**src/sv/nsd_pkg.sv**
```systemverilog
// Shared types, codes and helpers of the NMEA sentence deframer.
`default_nettype none

package nsd_pkg;

    // Default buffer bounds
    localparam int COMMAND_BYTES_DEF = 8;
    localparam int DATA_BYTES_DEF    = 256;

    // Framing characters
    localparam logic [7:0] CH_DOLLAR = 8'h24;
    localparam logic [7:0] CH_STAR   = 8'h2A;
    localparam logic [7:0] CH_COMMA  = 8'h2C;
    localparam logic [7:0] CH_CR     = 8'h0D;
    localparam logic [7:0] CH_ZERO   = 8'h30;

    // Per-byte classification
    typedef enum logic [3:0] {
        ST_IGNORED   = 4'd0,
        ST_START     = 4'd1,
        ST_CMD_BYTE  = 4'd2,
        ST_CMD_END   = 4'd3,
        ST_DATA_BYTE = 4'd4,
        ST_STAR      = 4'd5,
        ST_HEX1      = 4'd6,
        ST_OK        = 4'd7,
        ST_OK_NO_CHK = 4'd8,
        ST_DROPPED   = 4'd9
    } t_status;

    // Reason for a dropped sentence
    typedef enum logic [1:0] {
        DC_NONE     = 2'd0,
        DC_MISMATCH = 2'd1,
        DC_OVERFLOW = 2'd2
    } t_cause;

    // One result item
    typedef struct packed {
        logic [7:0] echo_byte;
        t_status    byte_status;
        t_cause     drop_cause;
        logic [7:0] position;
        logic [7:0] computed_checksum;
        logic [7:0] received_checksum;
    } t_result;

    // Reduce a hex digit to 4 bits; letters of either case map to 10..15
    function automatic logic [3:0] hex_nibble(input logic [7:0] b);
        logic [7:0] d;
        d = b - CH_ZERO;
        if (d <= 8'd9) begin
            return d[3:0];
        end
        // b - 'A' + 10 modulo 16 is b + 9 modulo 16
        return b[3:0] + 4'd9;
    endfunction

endpackage

`default_nettype wire

```
**src/sv/nsd_core.sv**
```systemverilog
// Sentence framing state machine, running checksum and per-byte classification.
`default_nettype none

module nsd_core #(
    parameter int COMMAND_BYTES = nsd_pkg::COMMAND_BYTES_DEF,
    parameter int DATA_BYTES    = nsd_pkg::DATA_BYTES_DEF
) (
    input  wire logic             i_clk,
    input  wire logic             i_rst_n,
    input  wire logic             i_advance,
    input  wire logic [7:0]       i_byte,
    output nsd_pkg::t_result      o_result
);

    localparam int MAX_BYTES = (COMMAND_BYTES > DATA_BYTES) ? COMMAND_BYTES : DATA_BYTES;
    localparam int CNT_W     = $clog2(MAX_BYTES + 1);

    typedef enum logic [2:0] {
        PH_HUNT = 3'd0,
        PH_CMD  = 3'd1,
        PH_DATA = 3'd2,
        PH_HEX1 = 3'd3,
        PH_HEX2 = 3'd4
    } t_phase;

    t_phase             r_phase, n_phase;
    logic [CNT_W-1:0]   r_count, n_count;
    logic [7:0]         r_xor, n_xor;
    logic [7:0]         r_chk, n_chk;
    logic [CNT_W-1:0]   count_inc;

    assign count_inc = r_count + CNT_W'(1);

    // Classify the byte and work out the next framing state
    always_comb begin
        n_phase  = r_phase;
        n_count  = r_count;
        n_xor    = r_xor;
        n_chk    = r_chk;
        o_result.echo_byte   = i_byte;
        o_result.byte_status = nsd_pkg::ST_IGNORED;
        o_result.drop_cause  = nsd_pkg::DC_NONE;
        o_result.position    = 8'd0;

        unique case (r_phase)
            PH_CMD: begin
                n_xor = r_xor ^ i_byte;
                if (i_byte != nsd_pkg::CH_COMMA && i_byte != nsd_pkg::CH_STAR) begin
                    o_result.position = 8'(r_count);
                    n_count = count_inc;
                    if (count_inc >= CNT_W'(COMMAND_BYTES)) begin
                        o_result.byte_status = nsd_pkg::ST_DROPPED;
                        o_result.drop_cause  = nsd_pkg::DC_OVERFLOW;
                        n_phase = PH_HUNT;
                    end else begin
                        o_result.byte_status = nsd_pkg::ST_CMD_BYTE;
                    end
                end else begin
                    n_count = '0;
                    o_result.byte_status = nsd_pkg::ST_CMD_END;
                    n_phase = PH_DATA;
                end
            end
            PH_DATA: begin
                if (i_byte == nsd_pkg::CH_STAR) begin
                    o_result.byte_status = nsd_pkg::ST_STAR;
                    n_phase = PH_HEX1;
                end else if (i_byte == nsd_pkg::CH_CR) begin
                    o_result.byte_status = nsd_pkg::ST_OK_NO_CHK;
                    n_phase = PH_HUNT;
                end else begin
                    n_xor = r_xor ^ i_byte;
                    o_result.position = 8'(r_count);
                    n_count = count_inc;
                    if (count_inc >= CNT_W'(DATA_BYTES)) begin
                        o_result.byte_status = nsd_pkg::ST_DROPPED;
                        o_result.drop_cause  = nsd_pkg::DC_OVERFLOW;
                        n_phase = PH_HUNT;
                    end else begin
                        o_result.byte_status = nsd_pkg::ST_DATA_BYTE;
                    end
                end
            end
            PH_HEX1: begin
                n_chk = {nsd_pkg::hex_nibble(i_byte), 4'd0};
                o_result.byte_status = nsd_pkg::ST_HEX1;
                n_phase = PH_HEX2;
            end
            PH_HEX2: begin
                n_chk = {r_chk[7:4], nsd_pkg::hex_nibble(i_byte)};
                if (n_chk == r_xor) begin
                    o_result.byte_status = nsd_pkg::ST_OK;
                end else begin
                    o_result.byte_status = nsd_pkg::ST_DROPPED;
                    o_result.drop_cause  = nsd_pkg::DC_MISMATCH;
                end
                n_phase = PH_HUNT;
            end
            default: begin
                // Hunt for the start of a sentence; unused codes land here too
                n_phase = PH_HUNT;
                if (i_byte == nsd_pkg::CH_DOLLAR) begin
                    n_xor   = 8'd0;
                    n_count = '0;
                    n_chk   = 8'd0;
                    o_result.byte_status = nsd_pkg::ST_START;
                    n_phase = PH_CMD;
                end
            end
        endcase

        o_result.computed_checksum = n_xor;
        o_result.received_checksum = n_chk;
    end

    // Hold framing state; advance once per processed item
    always_ff @(posedge i_clk) begin
        if (!i_rst_n) begin
            r_phase <= PH_HUNT;
            r_count <= '0;
            r_xor   <= 8'd0;
            r_chk   <= 8'd0;
        end else if (i_advance) begin
            r_phase <= n_phase;
            r_count <= n_count;
            r_xor   <= n_xor;
            r_chk   <= n_chk;
        end
    end

endmodule

`default_nettype wire

```
**src/sv/nmea_sentence_deframer.sv**
```systemverilog
// Top level of the NMEA sentence deframer: input register, core and result register.
`default_nettype none

// Takes one received character per item and returns one status item per
// character: start, command or data byte with its buffer position, separator,
// checksum digits, and the sentence verdict (accepted with or without checksum,
// or dropped on checksum mismatch or buffer overflow) together with the running
// XOR checksum and the decoded received checksum. The block sustains one item
// per clock cycle while the result register is free or being taken; each item
// passes through an input register and then the result register, which holds
// it until taken. The single framing state update per cycle in the core sets
// that rate. COMMAND_BYTES and DATA_BYTES bound the command and data buffers.
module nmea_sentence_deframer #(
    parameter int COMMAND_BYTES = nsd_pkg::COMMAND_BYTES_DEF,
    parameter int DATA_BYTES    = nsd_pkg::DATA_BYTES_DEF
) (
    input  wire logic       i_clk,
    input  wire logic       i_rst_n,
    input  wire logic       i_rx_valid,
    output logic            o_rx_stall,
    input  wire logic [7:0] i_rx_byte,
    output logic            o_res_valid,
    input  wire logic       i_res_stall,
    output logic [7:0]      o_echo_byte,
    output logic [3:0]      o_byte_status,
    output logic [1:0]      o_drop_cause,
    output logic [7:0]      o_position,
    output logic [7:0]      o_computed_checksum,
    output logic [7:0]      o_received_checksum
);

    logic               r_in_valid;
    logic [7:0]         r_in_byte;
    logic               r_out_valid;
    nsd_pkg::t_result   r_out;
    nsd_pkg::t_result   core_result;
    logic               advance;

    // Process the held item when the result register is free or being taken
    assign advance    = r_in_valid && (!r_out_valid || !i_res_stall);
    assign o_rx_stall = r_in_valid && !advance;

    nsd_core #(
        .COMMAND_BYTES (COMMAND_BYTES),
        .DATA_BYTES    (DATA_BYTES)
    ) u_core (
        .i_clk     (i_clk),
        .i_rst_n   (i_rst_n),
        .i_advance (advance),
        .i_byte    (r_in_byte),
        .o_result  (core_result)
    );

    // Capture incoming items
    always_ff @(posedge i_clk) begin
        if (!i_rst_n) begin
            r_in_valid <= 1'b0;
        end else if (!o_rx_stall) begin
            r_in_valid <= i_rx_valid;
        end
    end

    always_ff @(posedge i_clk) begin
        if (i_rx_valid && !o_rx_stall) begin
            r_in_byte <= i_rx_byte;
        end
    end

    // Hold results until taken
    always_ff @(posedge i_clk) begin
        if (!i_rst_n) begin
            r_out_valid <= 1'b0;
        end else if (advance) begin
            r_out_valid <= 1'b1;
        end else if (!i_res_stall) begin
            r_out_valid <= 1'b0;
        end
    end

    always_ff @(posedge i_clk) begin
        if (advance) begin
            r_out <= core_result;
        end
    end

    assign o_res_valid         = r_out_valid;
    assign o_echo_byte         = r_out.echo_byte;
    assign o_byte_status       = r_out.byte_status;
    assign o_drop_cause        = r_out.drop_cause;
    assign o_position          = r_out.position;
    assign o_computed_checksum = r_out.computed_checksum;
    assign o_received_checksum = r_out.received_checksum;

    // A drop cause is given exactly for dropped sentences
    a_cause_matches_drop: assert property (@(posedge i_clk) disable iff (!i_rst_n)
        o_res_valid |-> ((o_byte_status == nsd_pkg::ST_DROPPED) ==
                         (o_drop_cause != nsd_pkg::DC_NONE)))
        else $error("drop cause does not match dropped status");

    // A checked sentence is accepted only when both checksums agree
    a_ok_means_match: assert property (@(posedge i_clk) disable iff (!i_rst_n)
        (o_res_valid && o_byte_status == nsd_pkg::ST_OK) |->
            (o_computed_checksum == o_received_checksum))
        else $error("sentence accepted with checksum mismatch");

    // Positions are reported only for buffered bytes
    a_position_scope: assert property (@(posedge i_clk) disable iff (!i_rst_n)
        (o_res_valid && o_position != 8'd0) |->
            (o_byte_status == nsd_pkg::ST_CMD_BYTE ||
             o_byte_status == nsd_pkg::ST_DATA_BYTE ||
             o_byte_status == nsd_pkg::ST_DROPPED))
        else $error("position set on a byte outside a buffer");

endmodule

`default_nettype wire

```
**config.mk**
```make
export PLATFORM = sky130hd
export DESIGN_NAME = nmea_sentence_deframer
export DESIGN_NICKNAME = d
export VERILOG_FILES = /design/src/sv/nsd_pkg.sv /design/src/sv/nsd_core.sv /design/src/sv/nmea_sentence_deframer.sv
export SDC_FILE = /design/constraint.sdc
export NUM_CORES = 1
export LEC_CHECK = 0
export BUFFER_PORTS_ARGS = -buffer_cell sky130_fd_sc_hd__buf_2
export CAP_MARGIN = 20
export CORE_MARGIN = 1
export CORE_UTILIZATION = 55
export CTS_BUF_LIST = sky130_fd_sc_hd__clkbuf_8
export CTS_CLUSTER_DIAMETER = 120
export DETAILED_ROUTE_END_ITERATION = 10
export PLACE_DENSITY = 0.79
export SLEW_MARGIN = 25
export SYNTH_ARGS = -nofsm -noshare
export SYNTH_HDL_FRONTEND = slang
export SYNTH_HIERARCHICAL = 1
export SYNTH_SLANG_ARGS = --single-unit
```
**constraint.sdc**
```tcl
create_clock -name i_clk -period 6 [get_ports i_clk]
set_input_delay 0.6 -clock i_clk [delete_from_list [all_inputs] [get_ports i_clk]]
set_output_delay 0.6 -clock i_clk [all_outputs]
set_load 0.01 [all_outputs]
```
==> metrics.md, run 1 <==
| Metric | Value |
|---|---|
| Die area | `7230 um^2` |
| Tot GR Track Use | `~23%` |
| Largest net degree at the start of global routing | `61` |
| Main flop type after synthesis | `edfxtp_1` |
| Worst Tran Pin Value | `~0.92 ns` |
| Slew Viols, Final | `0` |
| Beginning of the worst hold path | `i_rx_byte[5]` |
| Placer Congestion | `0.817` |
| DRT iter0 DRCs | `approximately 230` |
| Critical Path Fanout Max | `13` |
| Die width | `85.1 um` |
| CTS HTree Levels | `3` |
| Share of cells above drive strength 1 | `18.3%` |
| Worst R2R End | `u_core/r_count[7]$_SDFFE_PN0P_` |
| Status | `complete, no violations` |
| Via/cell ratio | `6.03` |
| Distinct cells, synth | `62` |
| Post-synth ARST share | `0%` |
| DRC Markers | `0` |
| Unrepaired setup endpoints after global routing | `false` |
| CP Launch Type | `flip-flop` |
| Clock Latency Late Sink | `0.35 ns` |
| Vias in the first global route | `2681` |
| Slowest stage delay, CP | `around 0.57 ns` |
| Port Buffers | `51` |
| Area post-placement | `just over 4000 um^2` |
| R2r setup slk | `2.93 ns` |
| Synth warn | `6` |
| Worst Path Required | `6.26 ns` |
| Critical R2R Launch | `r_in_byte[0]$_DFFE_PP_` |
| Max_cap viols | `0` |
| R2R depth | `8` |
| Final core occ | `66.3%` |
| Hold Fails Final Rpt | `0` |
| Post-CTS sizing | `0` |
| DP Worst Slack | `2.84 ns` |
| Power per cell area | `267 nW/um^2` |
| Hold buffer count at cts | `0` |
| Final nets | `~440` |
| Core ar. | `6490 um^2` |
| Critical Path AT | `3.33 ns` |
| Register area share after synthesis | `52.2%` |
| Leak Pwr | `0.00154 uW` |
| Die Y | `around 85 um` |
| Syn Area/Cell | `10.0 um^2` |
| Final Cycle Share | `51.1%` |
| Crit-path slowest cell | `edfxtp_1` |
| CTS Sinks | `76` |
| DR WL/cell | `15.7 um` |
| TritonCTS clock tree | `done` |
| Grt total ovfl | `0` |
| Critical Path End Type | `flip-flop` |
| Initial antenna violation count | `0` |
| Postcts setup bufs | `0` |
| Leading cell type in the layout, fill and taps excluded | `buf_2` |
| Final ANT Viol Nets | `0` |
| Starting Density | `58.4%` |
| Worst Hold Path EP | `r_in_byte[5]$_DFFE_PP_` |
| Site Rows | `29` |
| Num CTS Buffers | `9` |
| Via count | `3004` |
| Syn_nets | `between 300 and 400` |
| Min Tclk post-route | `3.07 ns` |
| Worst Setup Slack, final | `roughly 2.9 ns` |
| Setup violators final | `0` |
| Worst path cell trace | `inv_1, ha_1, and3b_1, o21ai_1, o2111ai_1, or2_1, or4_1, a21oi_1` |
| Worst hold slack | `0.424 ns` |
| Longest Clk Path Bufs | `2` |
| Highest clock rate | `0.326 GHz` |
| Final instance area | `roughly 4300 um^2` |
| Root Buffer | `clkbuf_8` |
| Setup Crit Path Kind | `reg2reg` |
| Hold path depth | `1` |
| #FFs+latches synth | `76` |
| Slew headroom | `about two fifths` |
| WL final | `7810 um` |
| Most frequent cells in the layout | `buf_2, edfxtp_1, a21oi_1, nor2_1, nand2_1` |
| HP Class | `in2reg` |
| Pre-Repair DR Iteration Count | `5` |
| Worst-path clk slew | `0.07 ns` |
| Final TNS setup | `0 ns` |
| Layout area overhead | `13.6%` |
| Fin Clk Skew | `0.00622 ns` |
| DPL Wire Length | `a little over 5000 um` |
| VDD IR-drop max | `0.165 mV` |
| First-pass GRT wire length | `12600 um` |
| Syn Inst Count | `378` |
| Antenna Cells | `0` |
| Worst Setup SP | `r_in_byte[0]$_DFFE_PP_` |
| Post-synth EDFFs | `46` |
| Synthesized cell area | `around 3800 um^2` |
| I/O pins | `52` |
==> worst max path at each step <==
stage                                                end  cells after the start
after global placement    u_core/r_count[7]$_SDFFE_PN0P_                      7
final                     u_core/r_count[7]$_SDFFE_PN0P_                      8
after CTS                 u_core/r_count[7]$_SDFFE_PN0P_                      8
after floorplan           u_core/r_count[6]$_SDFFE_PN0P_                      5
after global routing      u_core/r_count[7]$_SDFFE_PN0P_                      8
after detailed placement  u_core/r_count[6]$_SDFFE_PN0P_                      7
==> layout make-up <==
type | instances | area (um^2)
multi-input combinational | 269 | 1670
sequential | 76 | 1980
clock buffer | 13 | 179
tap | 77 | 96.3
fill | 509 | 2190
inverter | 8 | 30.0
clock inverter | 3 | 90.1
timing repair buffer | 52 | 263
==> synthesized netlist by cell type (3+ instances only) <==
| cell type | instances | area share [%] |
|---|---|---|
| nor3b_1 | 3 | 0.59 |
| dfxtp_1 | 30 | 16 |
| a32oi_1 | 4 | 0.92 |
| a31oi_1 | 6 | 0.99 |
| o22ai_1 | 4 | 0.66 |
| or3_1 | 7 | 1.2 |
| clkbuf_1 | 16 | 1.6 |
| and3b_1 | 3 | 0.69 |
| buf_4 | 8 | 1.6 |
| nand3b_1 | 3 | 0.59 |
| nand3_1 | 10 | 1.3 |
| nor2_1 | 38 | 3.8 |
| nor3_1 | 4 | 0.53 |
| a21oi_1 | 38 | 5.0 |
| edfxtp_1 | 46 | 36 |
| o21ai_0 | 12 | 1.6 |
| a211oi_1 | 7 | 1.4 |
| nand2b_1 | 4 | 0.66 |
| a221oi_1 | 6 | 1.4 |
| xnor2_1 | 9 | 2.1 |
| nand4_1 | 3 | 0.49 |
| a21o_1 | 4 | 0.79 |
| nand2_1 | 34 | 3.4 |
| o211ai_1 | 5 | 0.99 |
| and2_1 | 3 | 0.49 |
| a22o_1 | 4 | 0.92 |
| nor2b_1 | 11 | 1.8 |
| ha_1 | 7 | 2.3 |
| inv_1 | 7 | 0.69 |
==> routing by layer <==
layer / routed length (um) / global-route usage, %
met1: 3600 / 30.6
met5: 0 / 0
met4: 161 / 12.0
met3: 494 / 3.99
met2: 3560 / 34.9
==> through the flow <==
stage	instances	power, uW
global placement	482	660
floorplan	378	640
detailed placement	482	662
CTS	498	1160
global route	498	1190
finish	498	1150
==> cell families (layout without fill, tap and decap cells) <==
group           after synthesis  after routing  share of synthesized area [%]
mux                           3              3                          0.825
simple gates                139            139                           18.9
xor+xnor                     12             12                           3.13
flops                        76             76                           52.2
compound gates              108            108                           18.5
buf+inv                      33             76                           4.09
fa+ha+maj                     7              7                           2.31
==> report_power, final <==
group | internal (uW) | total (uW) | switching (uW) | leakage, uW
Clock | 322 | 501 | 179 | 0.000136
Sequential | 569 | 583 | 13.5 | 0.000683
Combinational | 26.4 | 68.0 | 41.6 | 0.000721
Total | 918 | 1150 | 234 | 0.00154
==> flip-flops by register name, summed over array words and instances, names as in the netlist <==
signal / count
o_byte_status: 4
o_computed_checksum: 8
o_drop_cause: 2
o_echo_byte: 8
o_position: 8
o_received_checksum: 8
o_res_valid: 1
r_in_byte: 8
r_in_valid: 1
u_core/r_chk: 8
u_core/r_count: 9
u_core/r_phase: 3
u_core/r_xor: 8
==> critical path, delay by kind of cell (launching register included) <==
kind / cells / cell delay (ns)
fa+ha+maj: 1 / 0.26
buf+inv: 1 / 0.15
simple gates: 3 / 1.05
compound gates: 3 / 0.95
flops: 1 / 0.57
No activity file was read; power rests on OpenSTA's default activity.
==> run 2, diff against run 1 <==
Clock period 6 ns to 2.9 ns, I/O delays scaled along.
==> run 2 against run 1 <==
Against the previous run: flip-flop and latch count unchanged; combinational power is 120% higher; setup slack worse by 2.7 ns; hold slack got worse by 0.31 ns; non-clock buffer count is 7 higher; register-to-register slack got worse by 2.7 ns; critical path depth stayed put; design area grew 0.49%; sequential share of layout area is 0.23 points lower; via count increased by 3.3%; largest power group unchanged.
==> metrics.md, run 2 (synthesis gave the netlist of run 1 again) <==
| Metric | Value |
|---|---|
| Status | `complete, no violations` |
| Highest clock rate | `0.373 GHz (+15%)` |
| Slew Viols, Final | `0 (unchanged)` |
| Die area | `7230 um^2 (unchanged)` |
| Worst R2R End | `o_byte_status[3]$_DFFE_PP_` |
| Pre-Repair DR Iteration Count | `5 (unchanged)` |
| Leading cell type in the layout, fill and taps excluded | `buf_2` |
| Worst-path clk slew | `0.07 ns (about the same)` |
| Filler cells | `497 (-2.4%)` |
| Clock Latency Late Sink | `0.36 ns (about the same)` |
| Site Rows | `29 (unchanged)` |
| Worst Tran Pin Value | `0.880 ns (-0.0434 ns)` |
| I/O pins | `52 (unchanged)` |
| Largest Register | `u_core/r_count` |
| Num CTS Buffers | `9 (unchanged)` |
| Power per cell area | `534 nW/um^2 (+100%)` |
| Share of cells above drive strength 1 | `19.6% (+1.3 points)` |
| Unrepaired setup endpoints after global routing | `false` |
| Fin Clk Skew | `0.0114 ns (+0.00517 ns)` |
| Longest Clk Path Bufs | `2 (unchanged)` |
| Hold path depth | `1 (unchanged)` |
| Hold Fails Final Rpt | `0 (unchanged)` |
| Worst Hold Path EP | `r_in_byte[5]$_DFFE_PP_` |
| R2R depth | `8 (unchanged)` |
| Critical Path Fanout Max | `9 (-4)` |
| Most frequent cells in the layout | `buf_2, edfxtp_1, a21oi_1, nor2_1, nand2_1` |
| Setup Crit Path Kind | `reg2reg` |
| Largest net degree at the start of global routing | `28 (-54%)` |
| Tot GR Track Use | `24.0% (+1.4 points)` |
| Cells after DPL | `489 (+1.5%)` |
| Port Buffers | `51 (unchanged)` |
| FF/Latch Area | `1980 um^2 (unchanged)` |
| Initial antenna violation count | `0 (unchanged)` |
| Placer Congestion | `0.862 (+5.5%)` |
| Beginning of the worst hold path | `i_rx_byte[5]` |
| Final nets | `442 (+1.6%)` |
| Slew headroom | `40.9% (+2.6 points)` |
| Setup violators final | `0 (unchanged)` |
| Post-CTS sizing | `0 (unchanged)` |
| Critical Path End Type | `flip-flop` |
| DR WL/cell | `16.2 um (+3.0%)` |
| Final TNS setup | `0 ns (unchanged)` |
| Worst Path Required | `3.00 ns (-3.26 ns)` |
| Critical R2R Launch | `r_in_byte[1]$_DFFE_PP_` |
| Final Cycle Share | `92.3% (+41 points)` |
| Die width | `85.1 um (unchanged)` |
| Max_cap viols | `0 (unchanged)` |
| Worst hold slack | `0.113 ns (-0.311 ns)` |
| Post-Layout Cell Count | `505 (+1.4%)` |
| WL final | `8160 um (+4.4%)` |
| DPL Wire Length | `5460 um (+5.5%)` |
| Die Y | `85.1 um (unchanged)` |
| TritonCTS clock tree | `done` |
| Multi-input logic area | `1670 um^2 (unchanged)` |
| Hold buffer count at cts | `0 (unchanged)` |
| DRC Markers | `0 (unchanged)` |
| CP Launch Type | `flip-flop` |
| Postcts setup bufs | `0 (unchanged)` |
| First-pass GRT wire length | `13300 um (+6.1%)` |
| Layout area overhead | `14.1%` |
| DRT iter0 DRCs | `281 (+20%)` |
| Leak Pwr | `0.00156 uW (+1.3%)` |
| Root Buffer | `clkbuf_8` |
| CTS Sinks | `76 (unchanged)` |
| Via count | `3102 (+3.3%)` |
| VDD IR-drop max | `0.472 mV (+190%)` |
| Antenna Cells | `0 (unchanged)` |
| Critical Path AT | `2.78 ns (-0.55 ns)` |
| Core ar. | `6490 um^2 (unchanged)` |
| Min Tclk post-route | `2.68 ns (-0.390 ns)` |
| Starting Density | `58.4% (unchanged)` |
| Via/cell ratio | `6.14 (+1.8%)` |
| R2r setup slk | `0.22 ns (-2.71 ns)` |
| Final ANT Viol Nets | `0 (unchanged)` |
| Vias in the first global route | `2779 (+3.7%)` |
| Grt total ovfl | `0 (unchanged)` |
| Number of flip-flops in the largest register | `9 (unchanged)` |
| CTS HTree Levels | `3 (unchanged)` |
| HP Class | `in2reg` |
## run 2: cell types whose count changed in the layout (fill, tap and decap cells not counted), sizes merged
cell and change:
clkinvlp +1, clkbuf -4, clkinv +2, buf +7, inv +1
## run 2: per-layer routing
metal	global-route usage [%]	up-vias	share of wire, %
met4	9.24	0	1.2
li1	-	1492	-
met2	36.7	154	46
met1	32.7	1444	45
met3	6.71	12	8.1
met5	0	-	0
## run 2: area by class of cell
class,instances,area share [%]
timing repair buffer,59,7.28
clock buffer,9,2.86
clock inverter,7,2.63
inverter,8,0.694
sequential,76,45.8
tap,77,2.23
multi-input combinational,269,38.5
## run 2: how the worst max path moves through the flow
| stage | to | slack [ns] | startpoint | depth (start not counted) |
|---|---|---|---|---|
| 2_1_floorplan | u_core/r_count[6]$_SDFFE_PN0P_ | 0.03 | o_res_valid$_SDFFE_PN0P_ | 5 |
| 3_3_place_gp | o_byte_status[3]$_DFFE_PP_ | 0.29 | r_in_byte[1]$_DFFE_PP_ | 8 |
| 3_5_place_dp | o_byte_status[3]$_DFFE_PP_ | 0.26 | r_in_byte[1]$_DFFE_PP_ | 8 |
| 4_1_cts | o_byte_status[3]$_DFFE_PP_ | 0.24 | r_in_byte[1]$_DFFE_PP_ | 8 |
| 5_1_grt | o_byte_status[3]$_DFFE_PP_ | 0.01 | r_in_byte[1]$_DFFE_PP_ | 8 |
| 6_report | o_byte_status[3]$_DFFE_PP_ | 0.22 | r_in_byte[1]$_DFFE_PP_ | 8 |
## run 2: power breakdown
part           switching (uW)  leakage [uW]  internal (uW)
logic                    89.7      0.000756           57.9
clock network             392      0.000120            569
registers                25.5      0.000683           1180
## run 2: metrics by stage
| stage | total power [uW] | util [%] | instance area (um^2) | worst slack [ns] |
|---|---|---|---|---|
| 5_1_grt | 2390 | 66.7 | 4330 | 0.0121 |
| 2_1_floorplan | 1320 | - | 3800 | 0.0258 |
| 4_1_cts | 2320 | 66.7 | 4330 | 0.235 |
| 3_3_place_gp | 1370 | 63.0 | 4090 | 0.292 |
| 3_5_place_dp | 1370 | 63.0 | 4090 | 0.260 |
| 6_report | 2310 | 66.7 | 4330 | 0.222 |
## run 2: worst max-delay path, stage by stage, from the launching register on
cell	delay (ns)
edfxtp_1	0.53
inv_1	0.16
ha_1	0.20
o21bai_1	0.12
a21oi_1	0.26
xnor3_1	0.26
nor3_1	0.32
a31oi_1	0.21
a311o_1	0.37
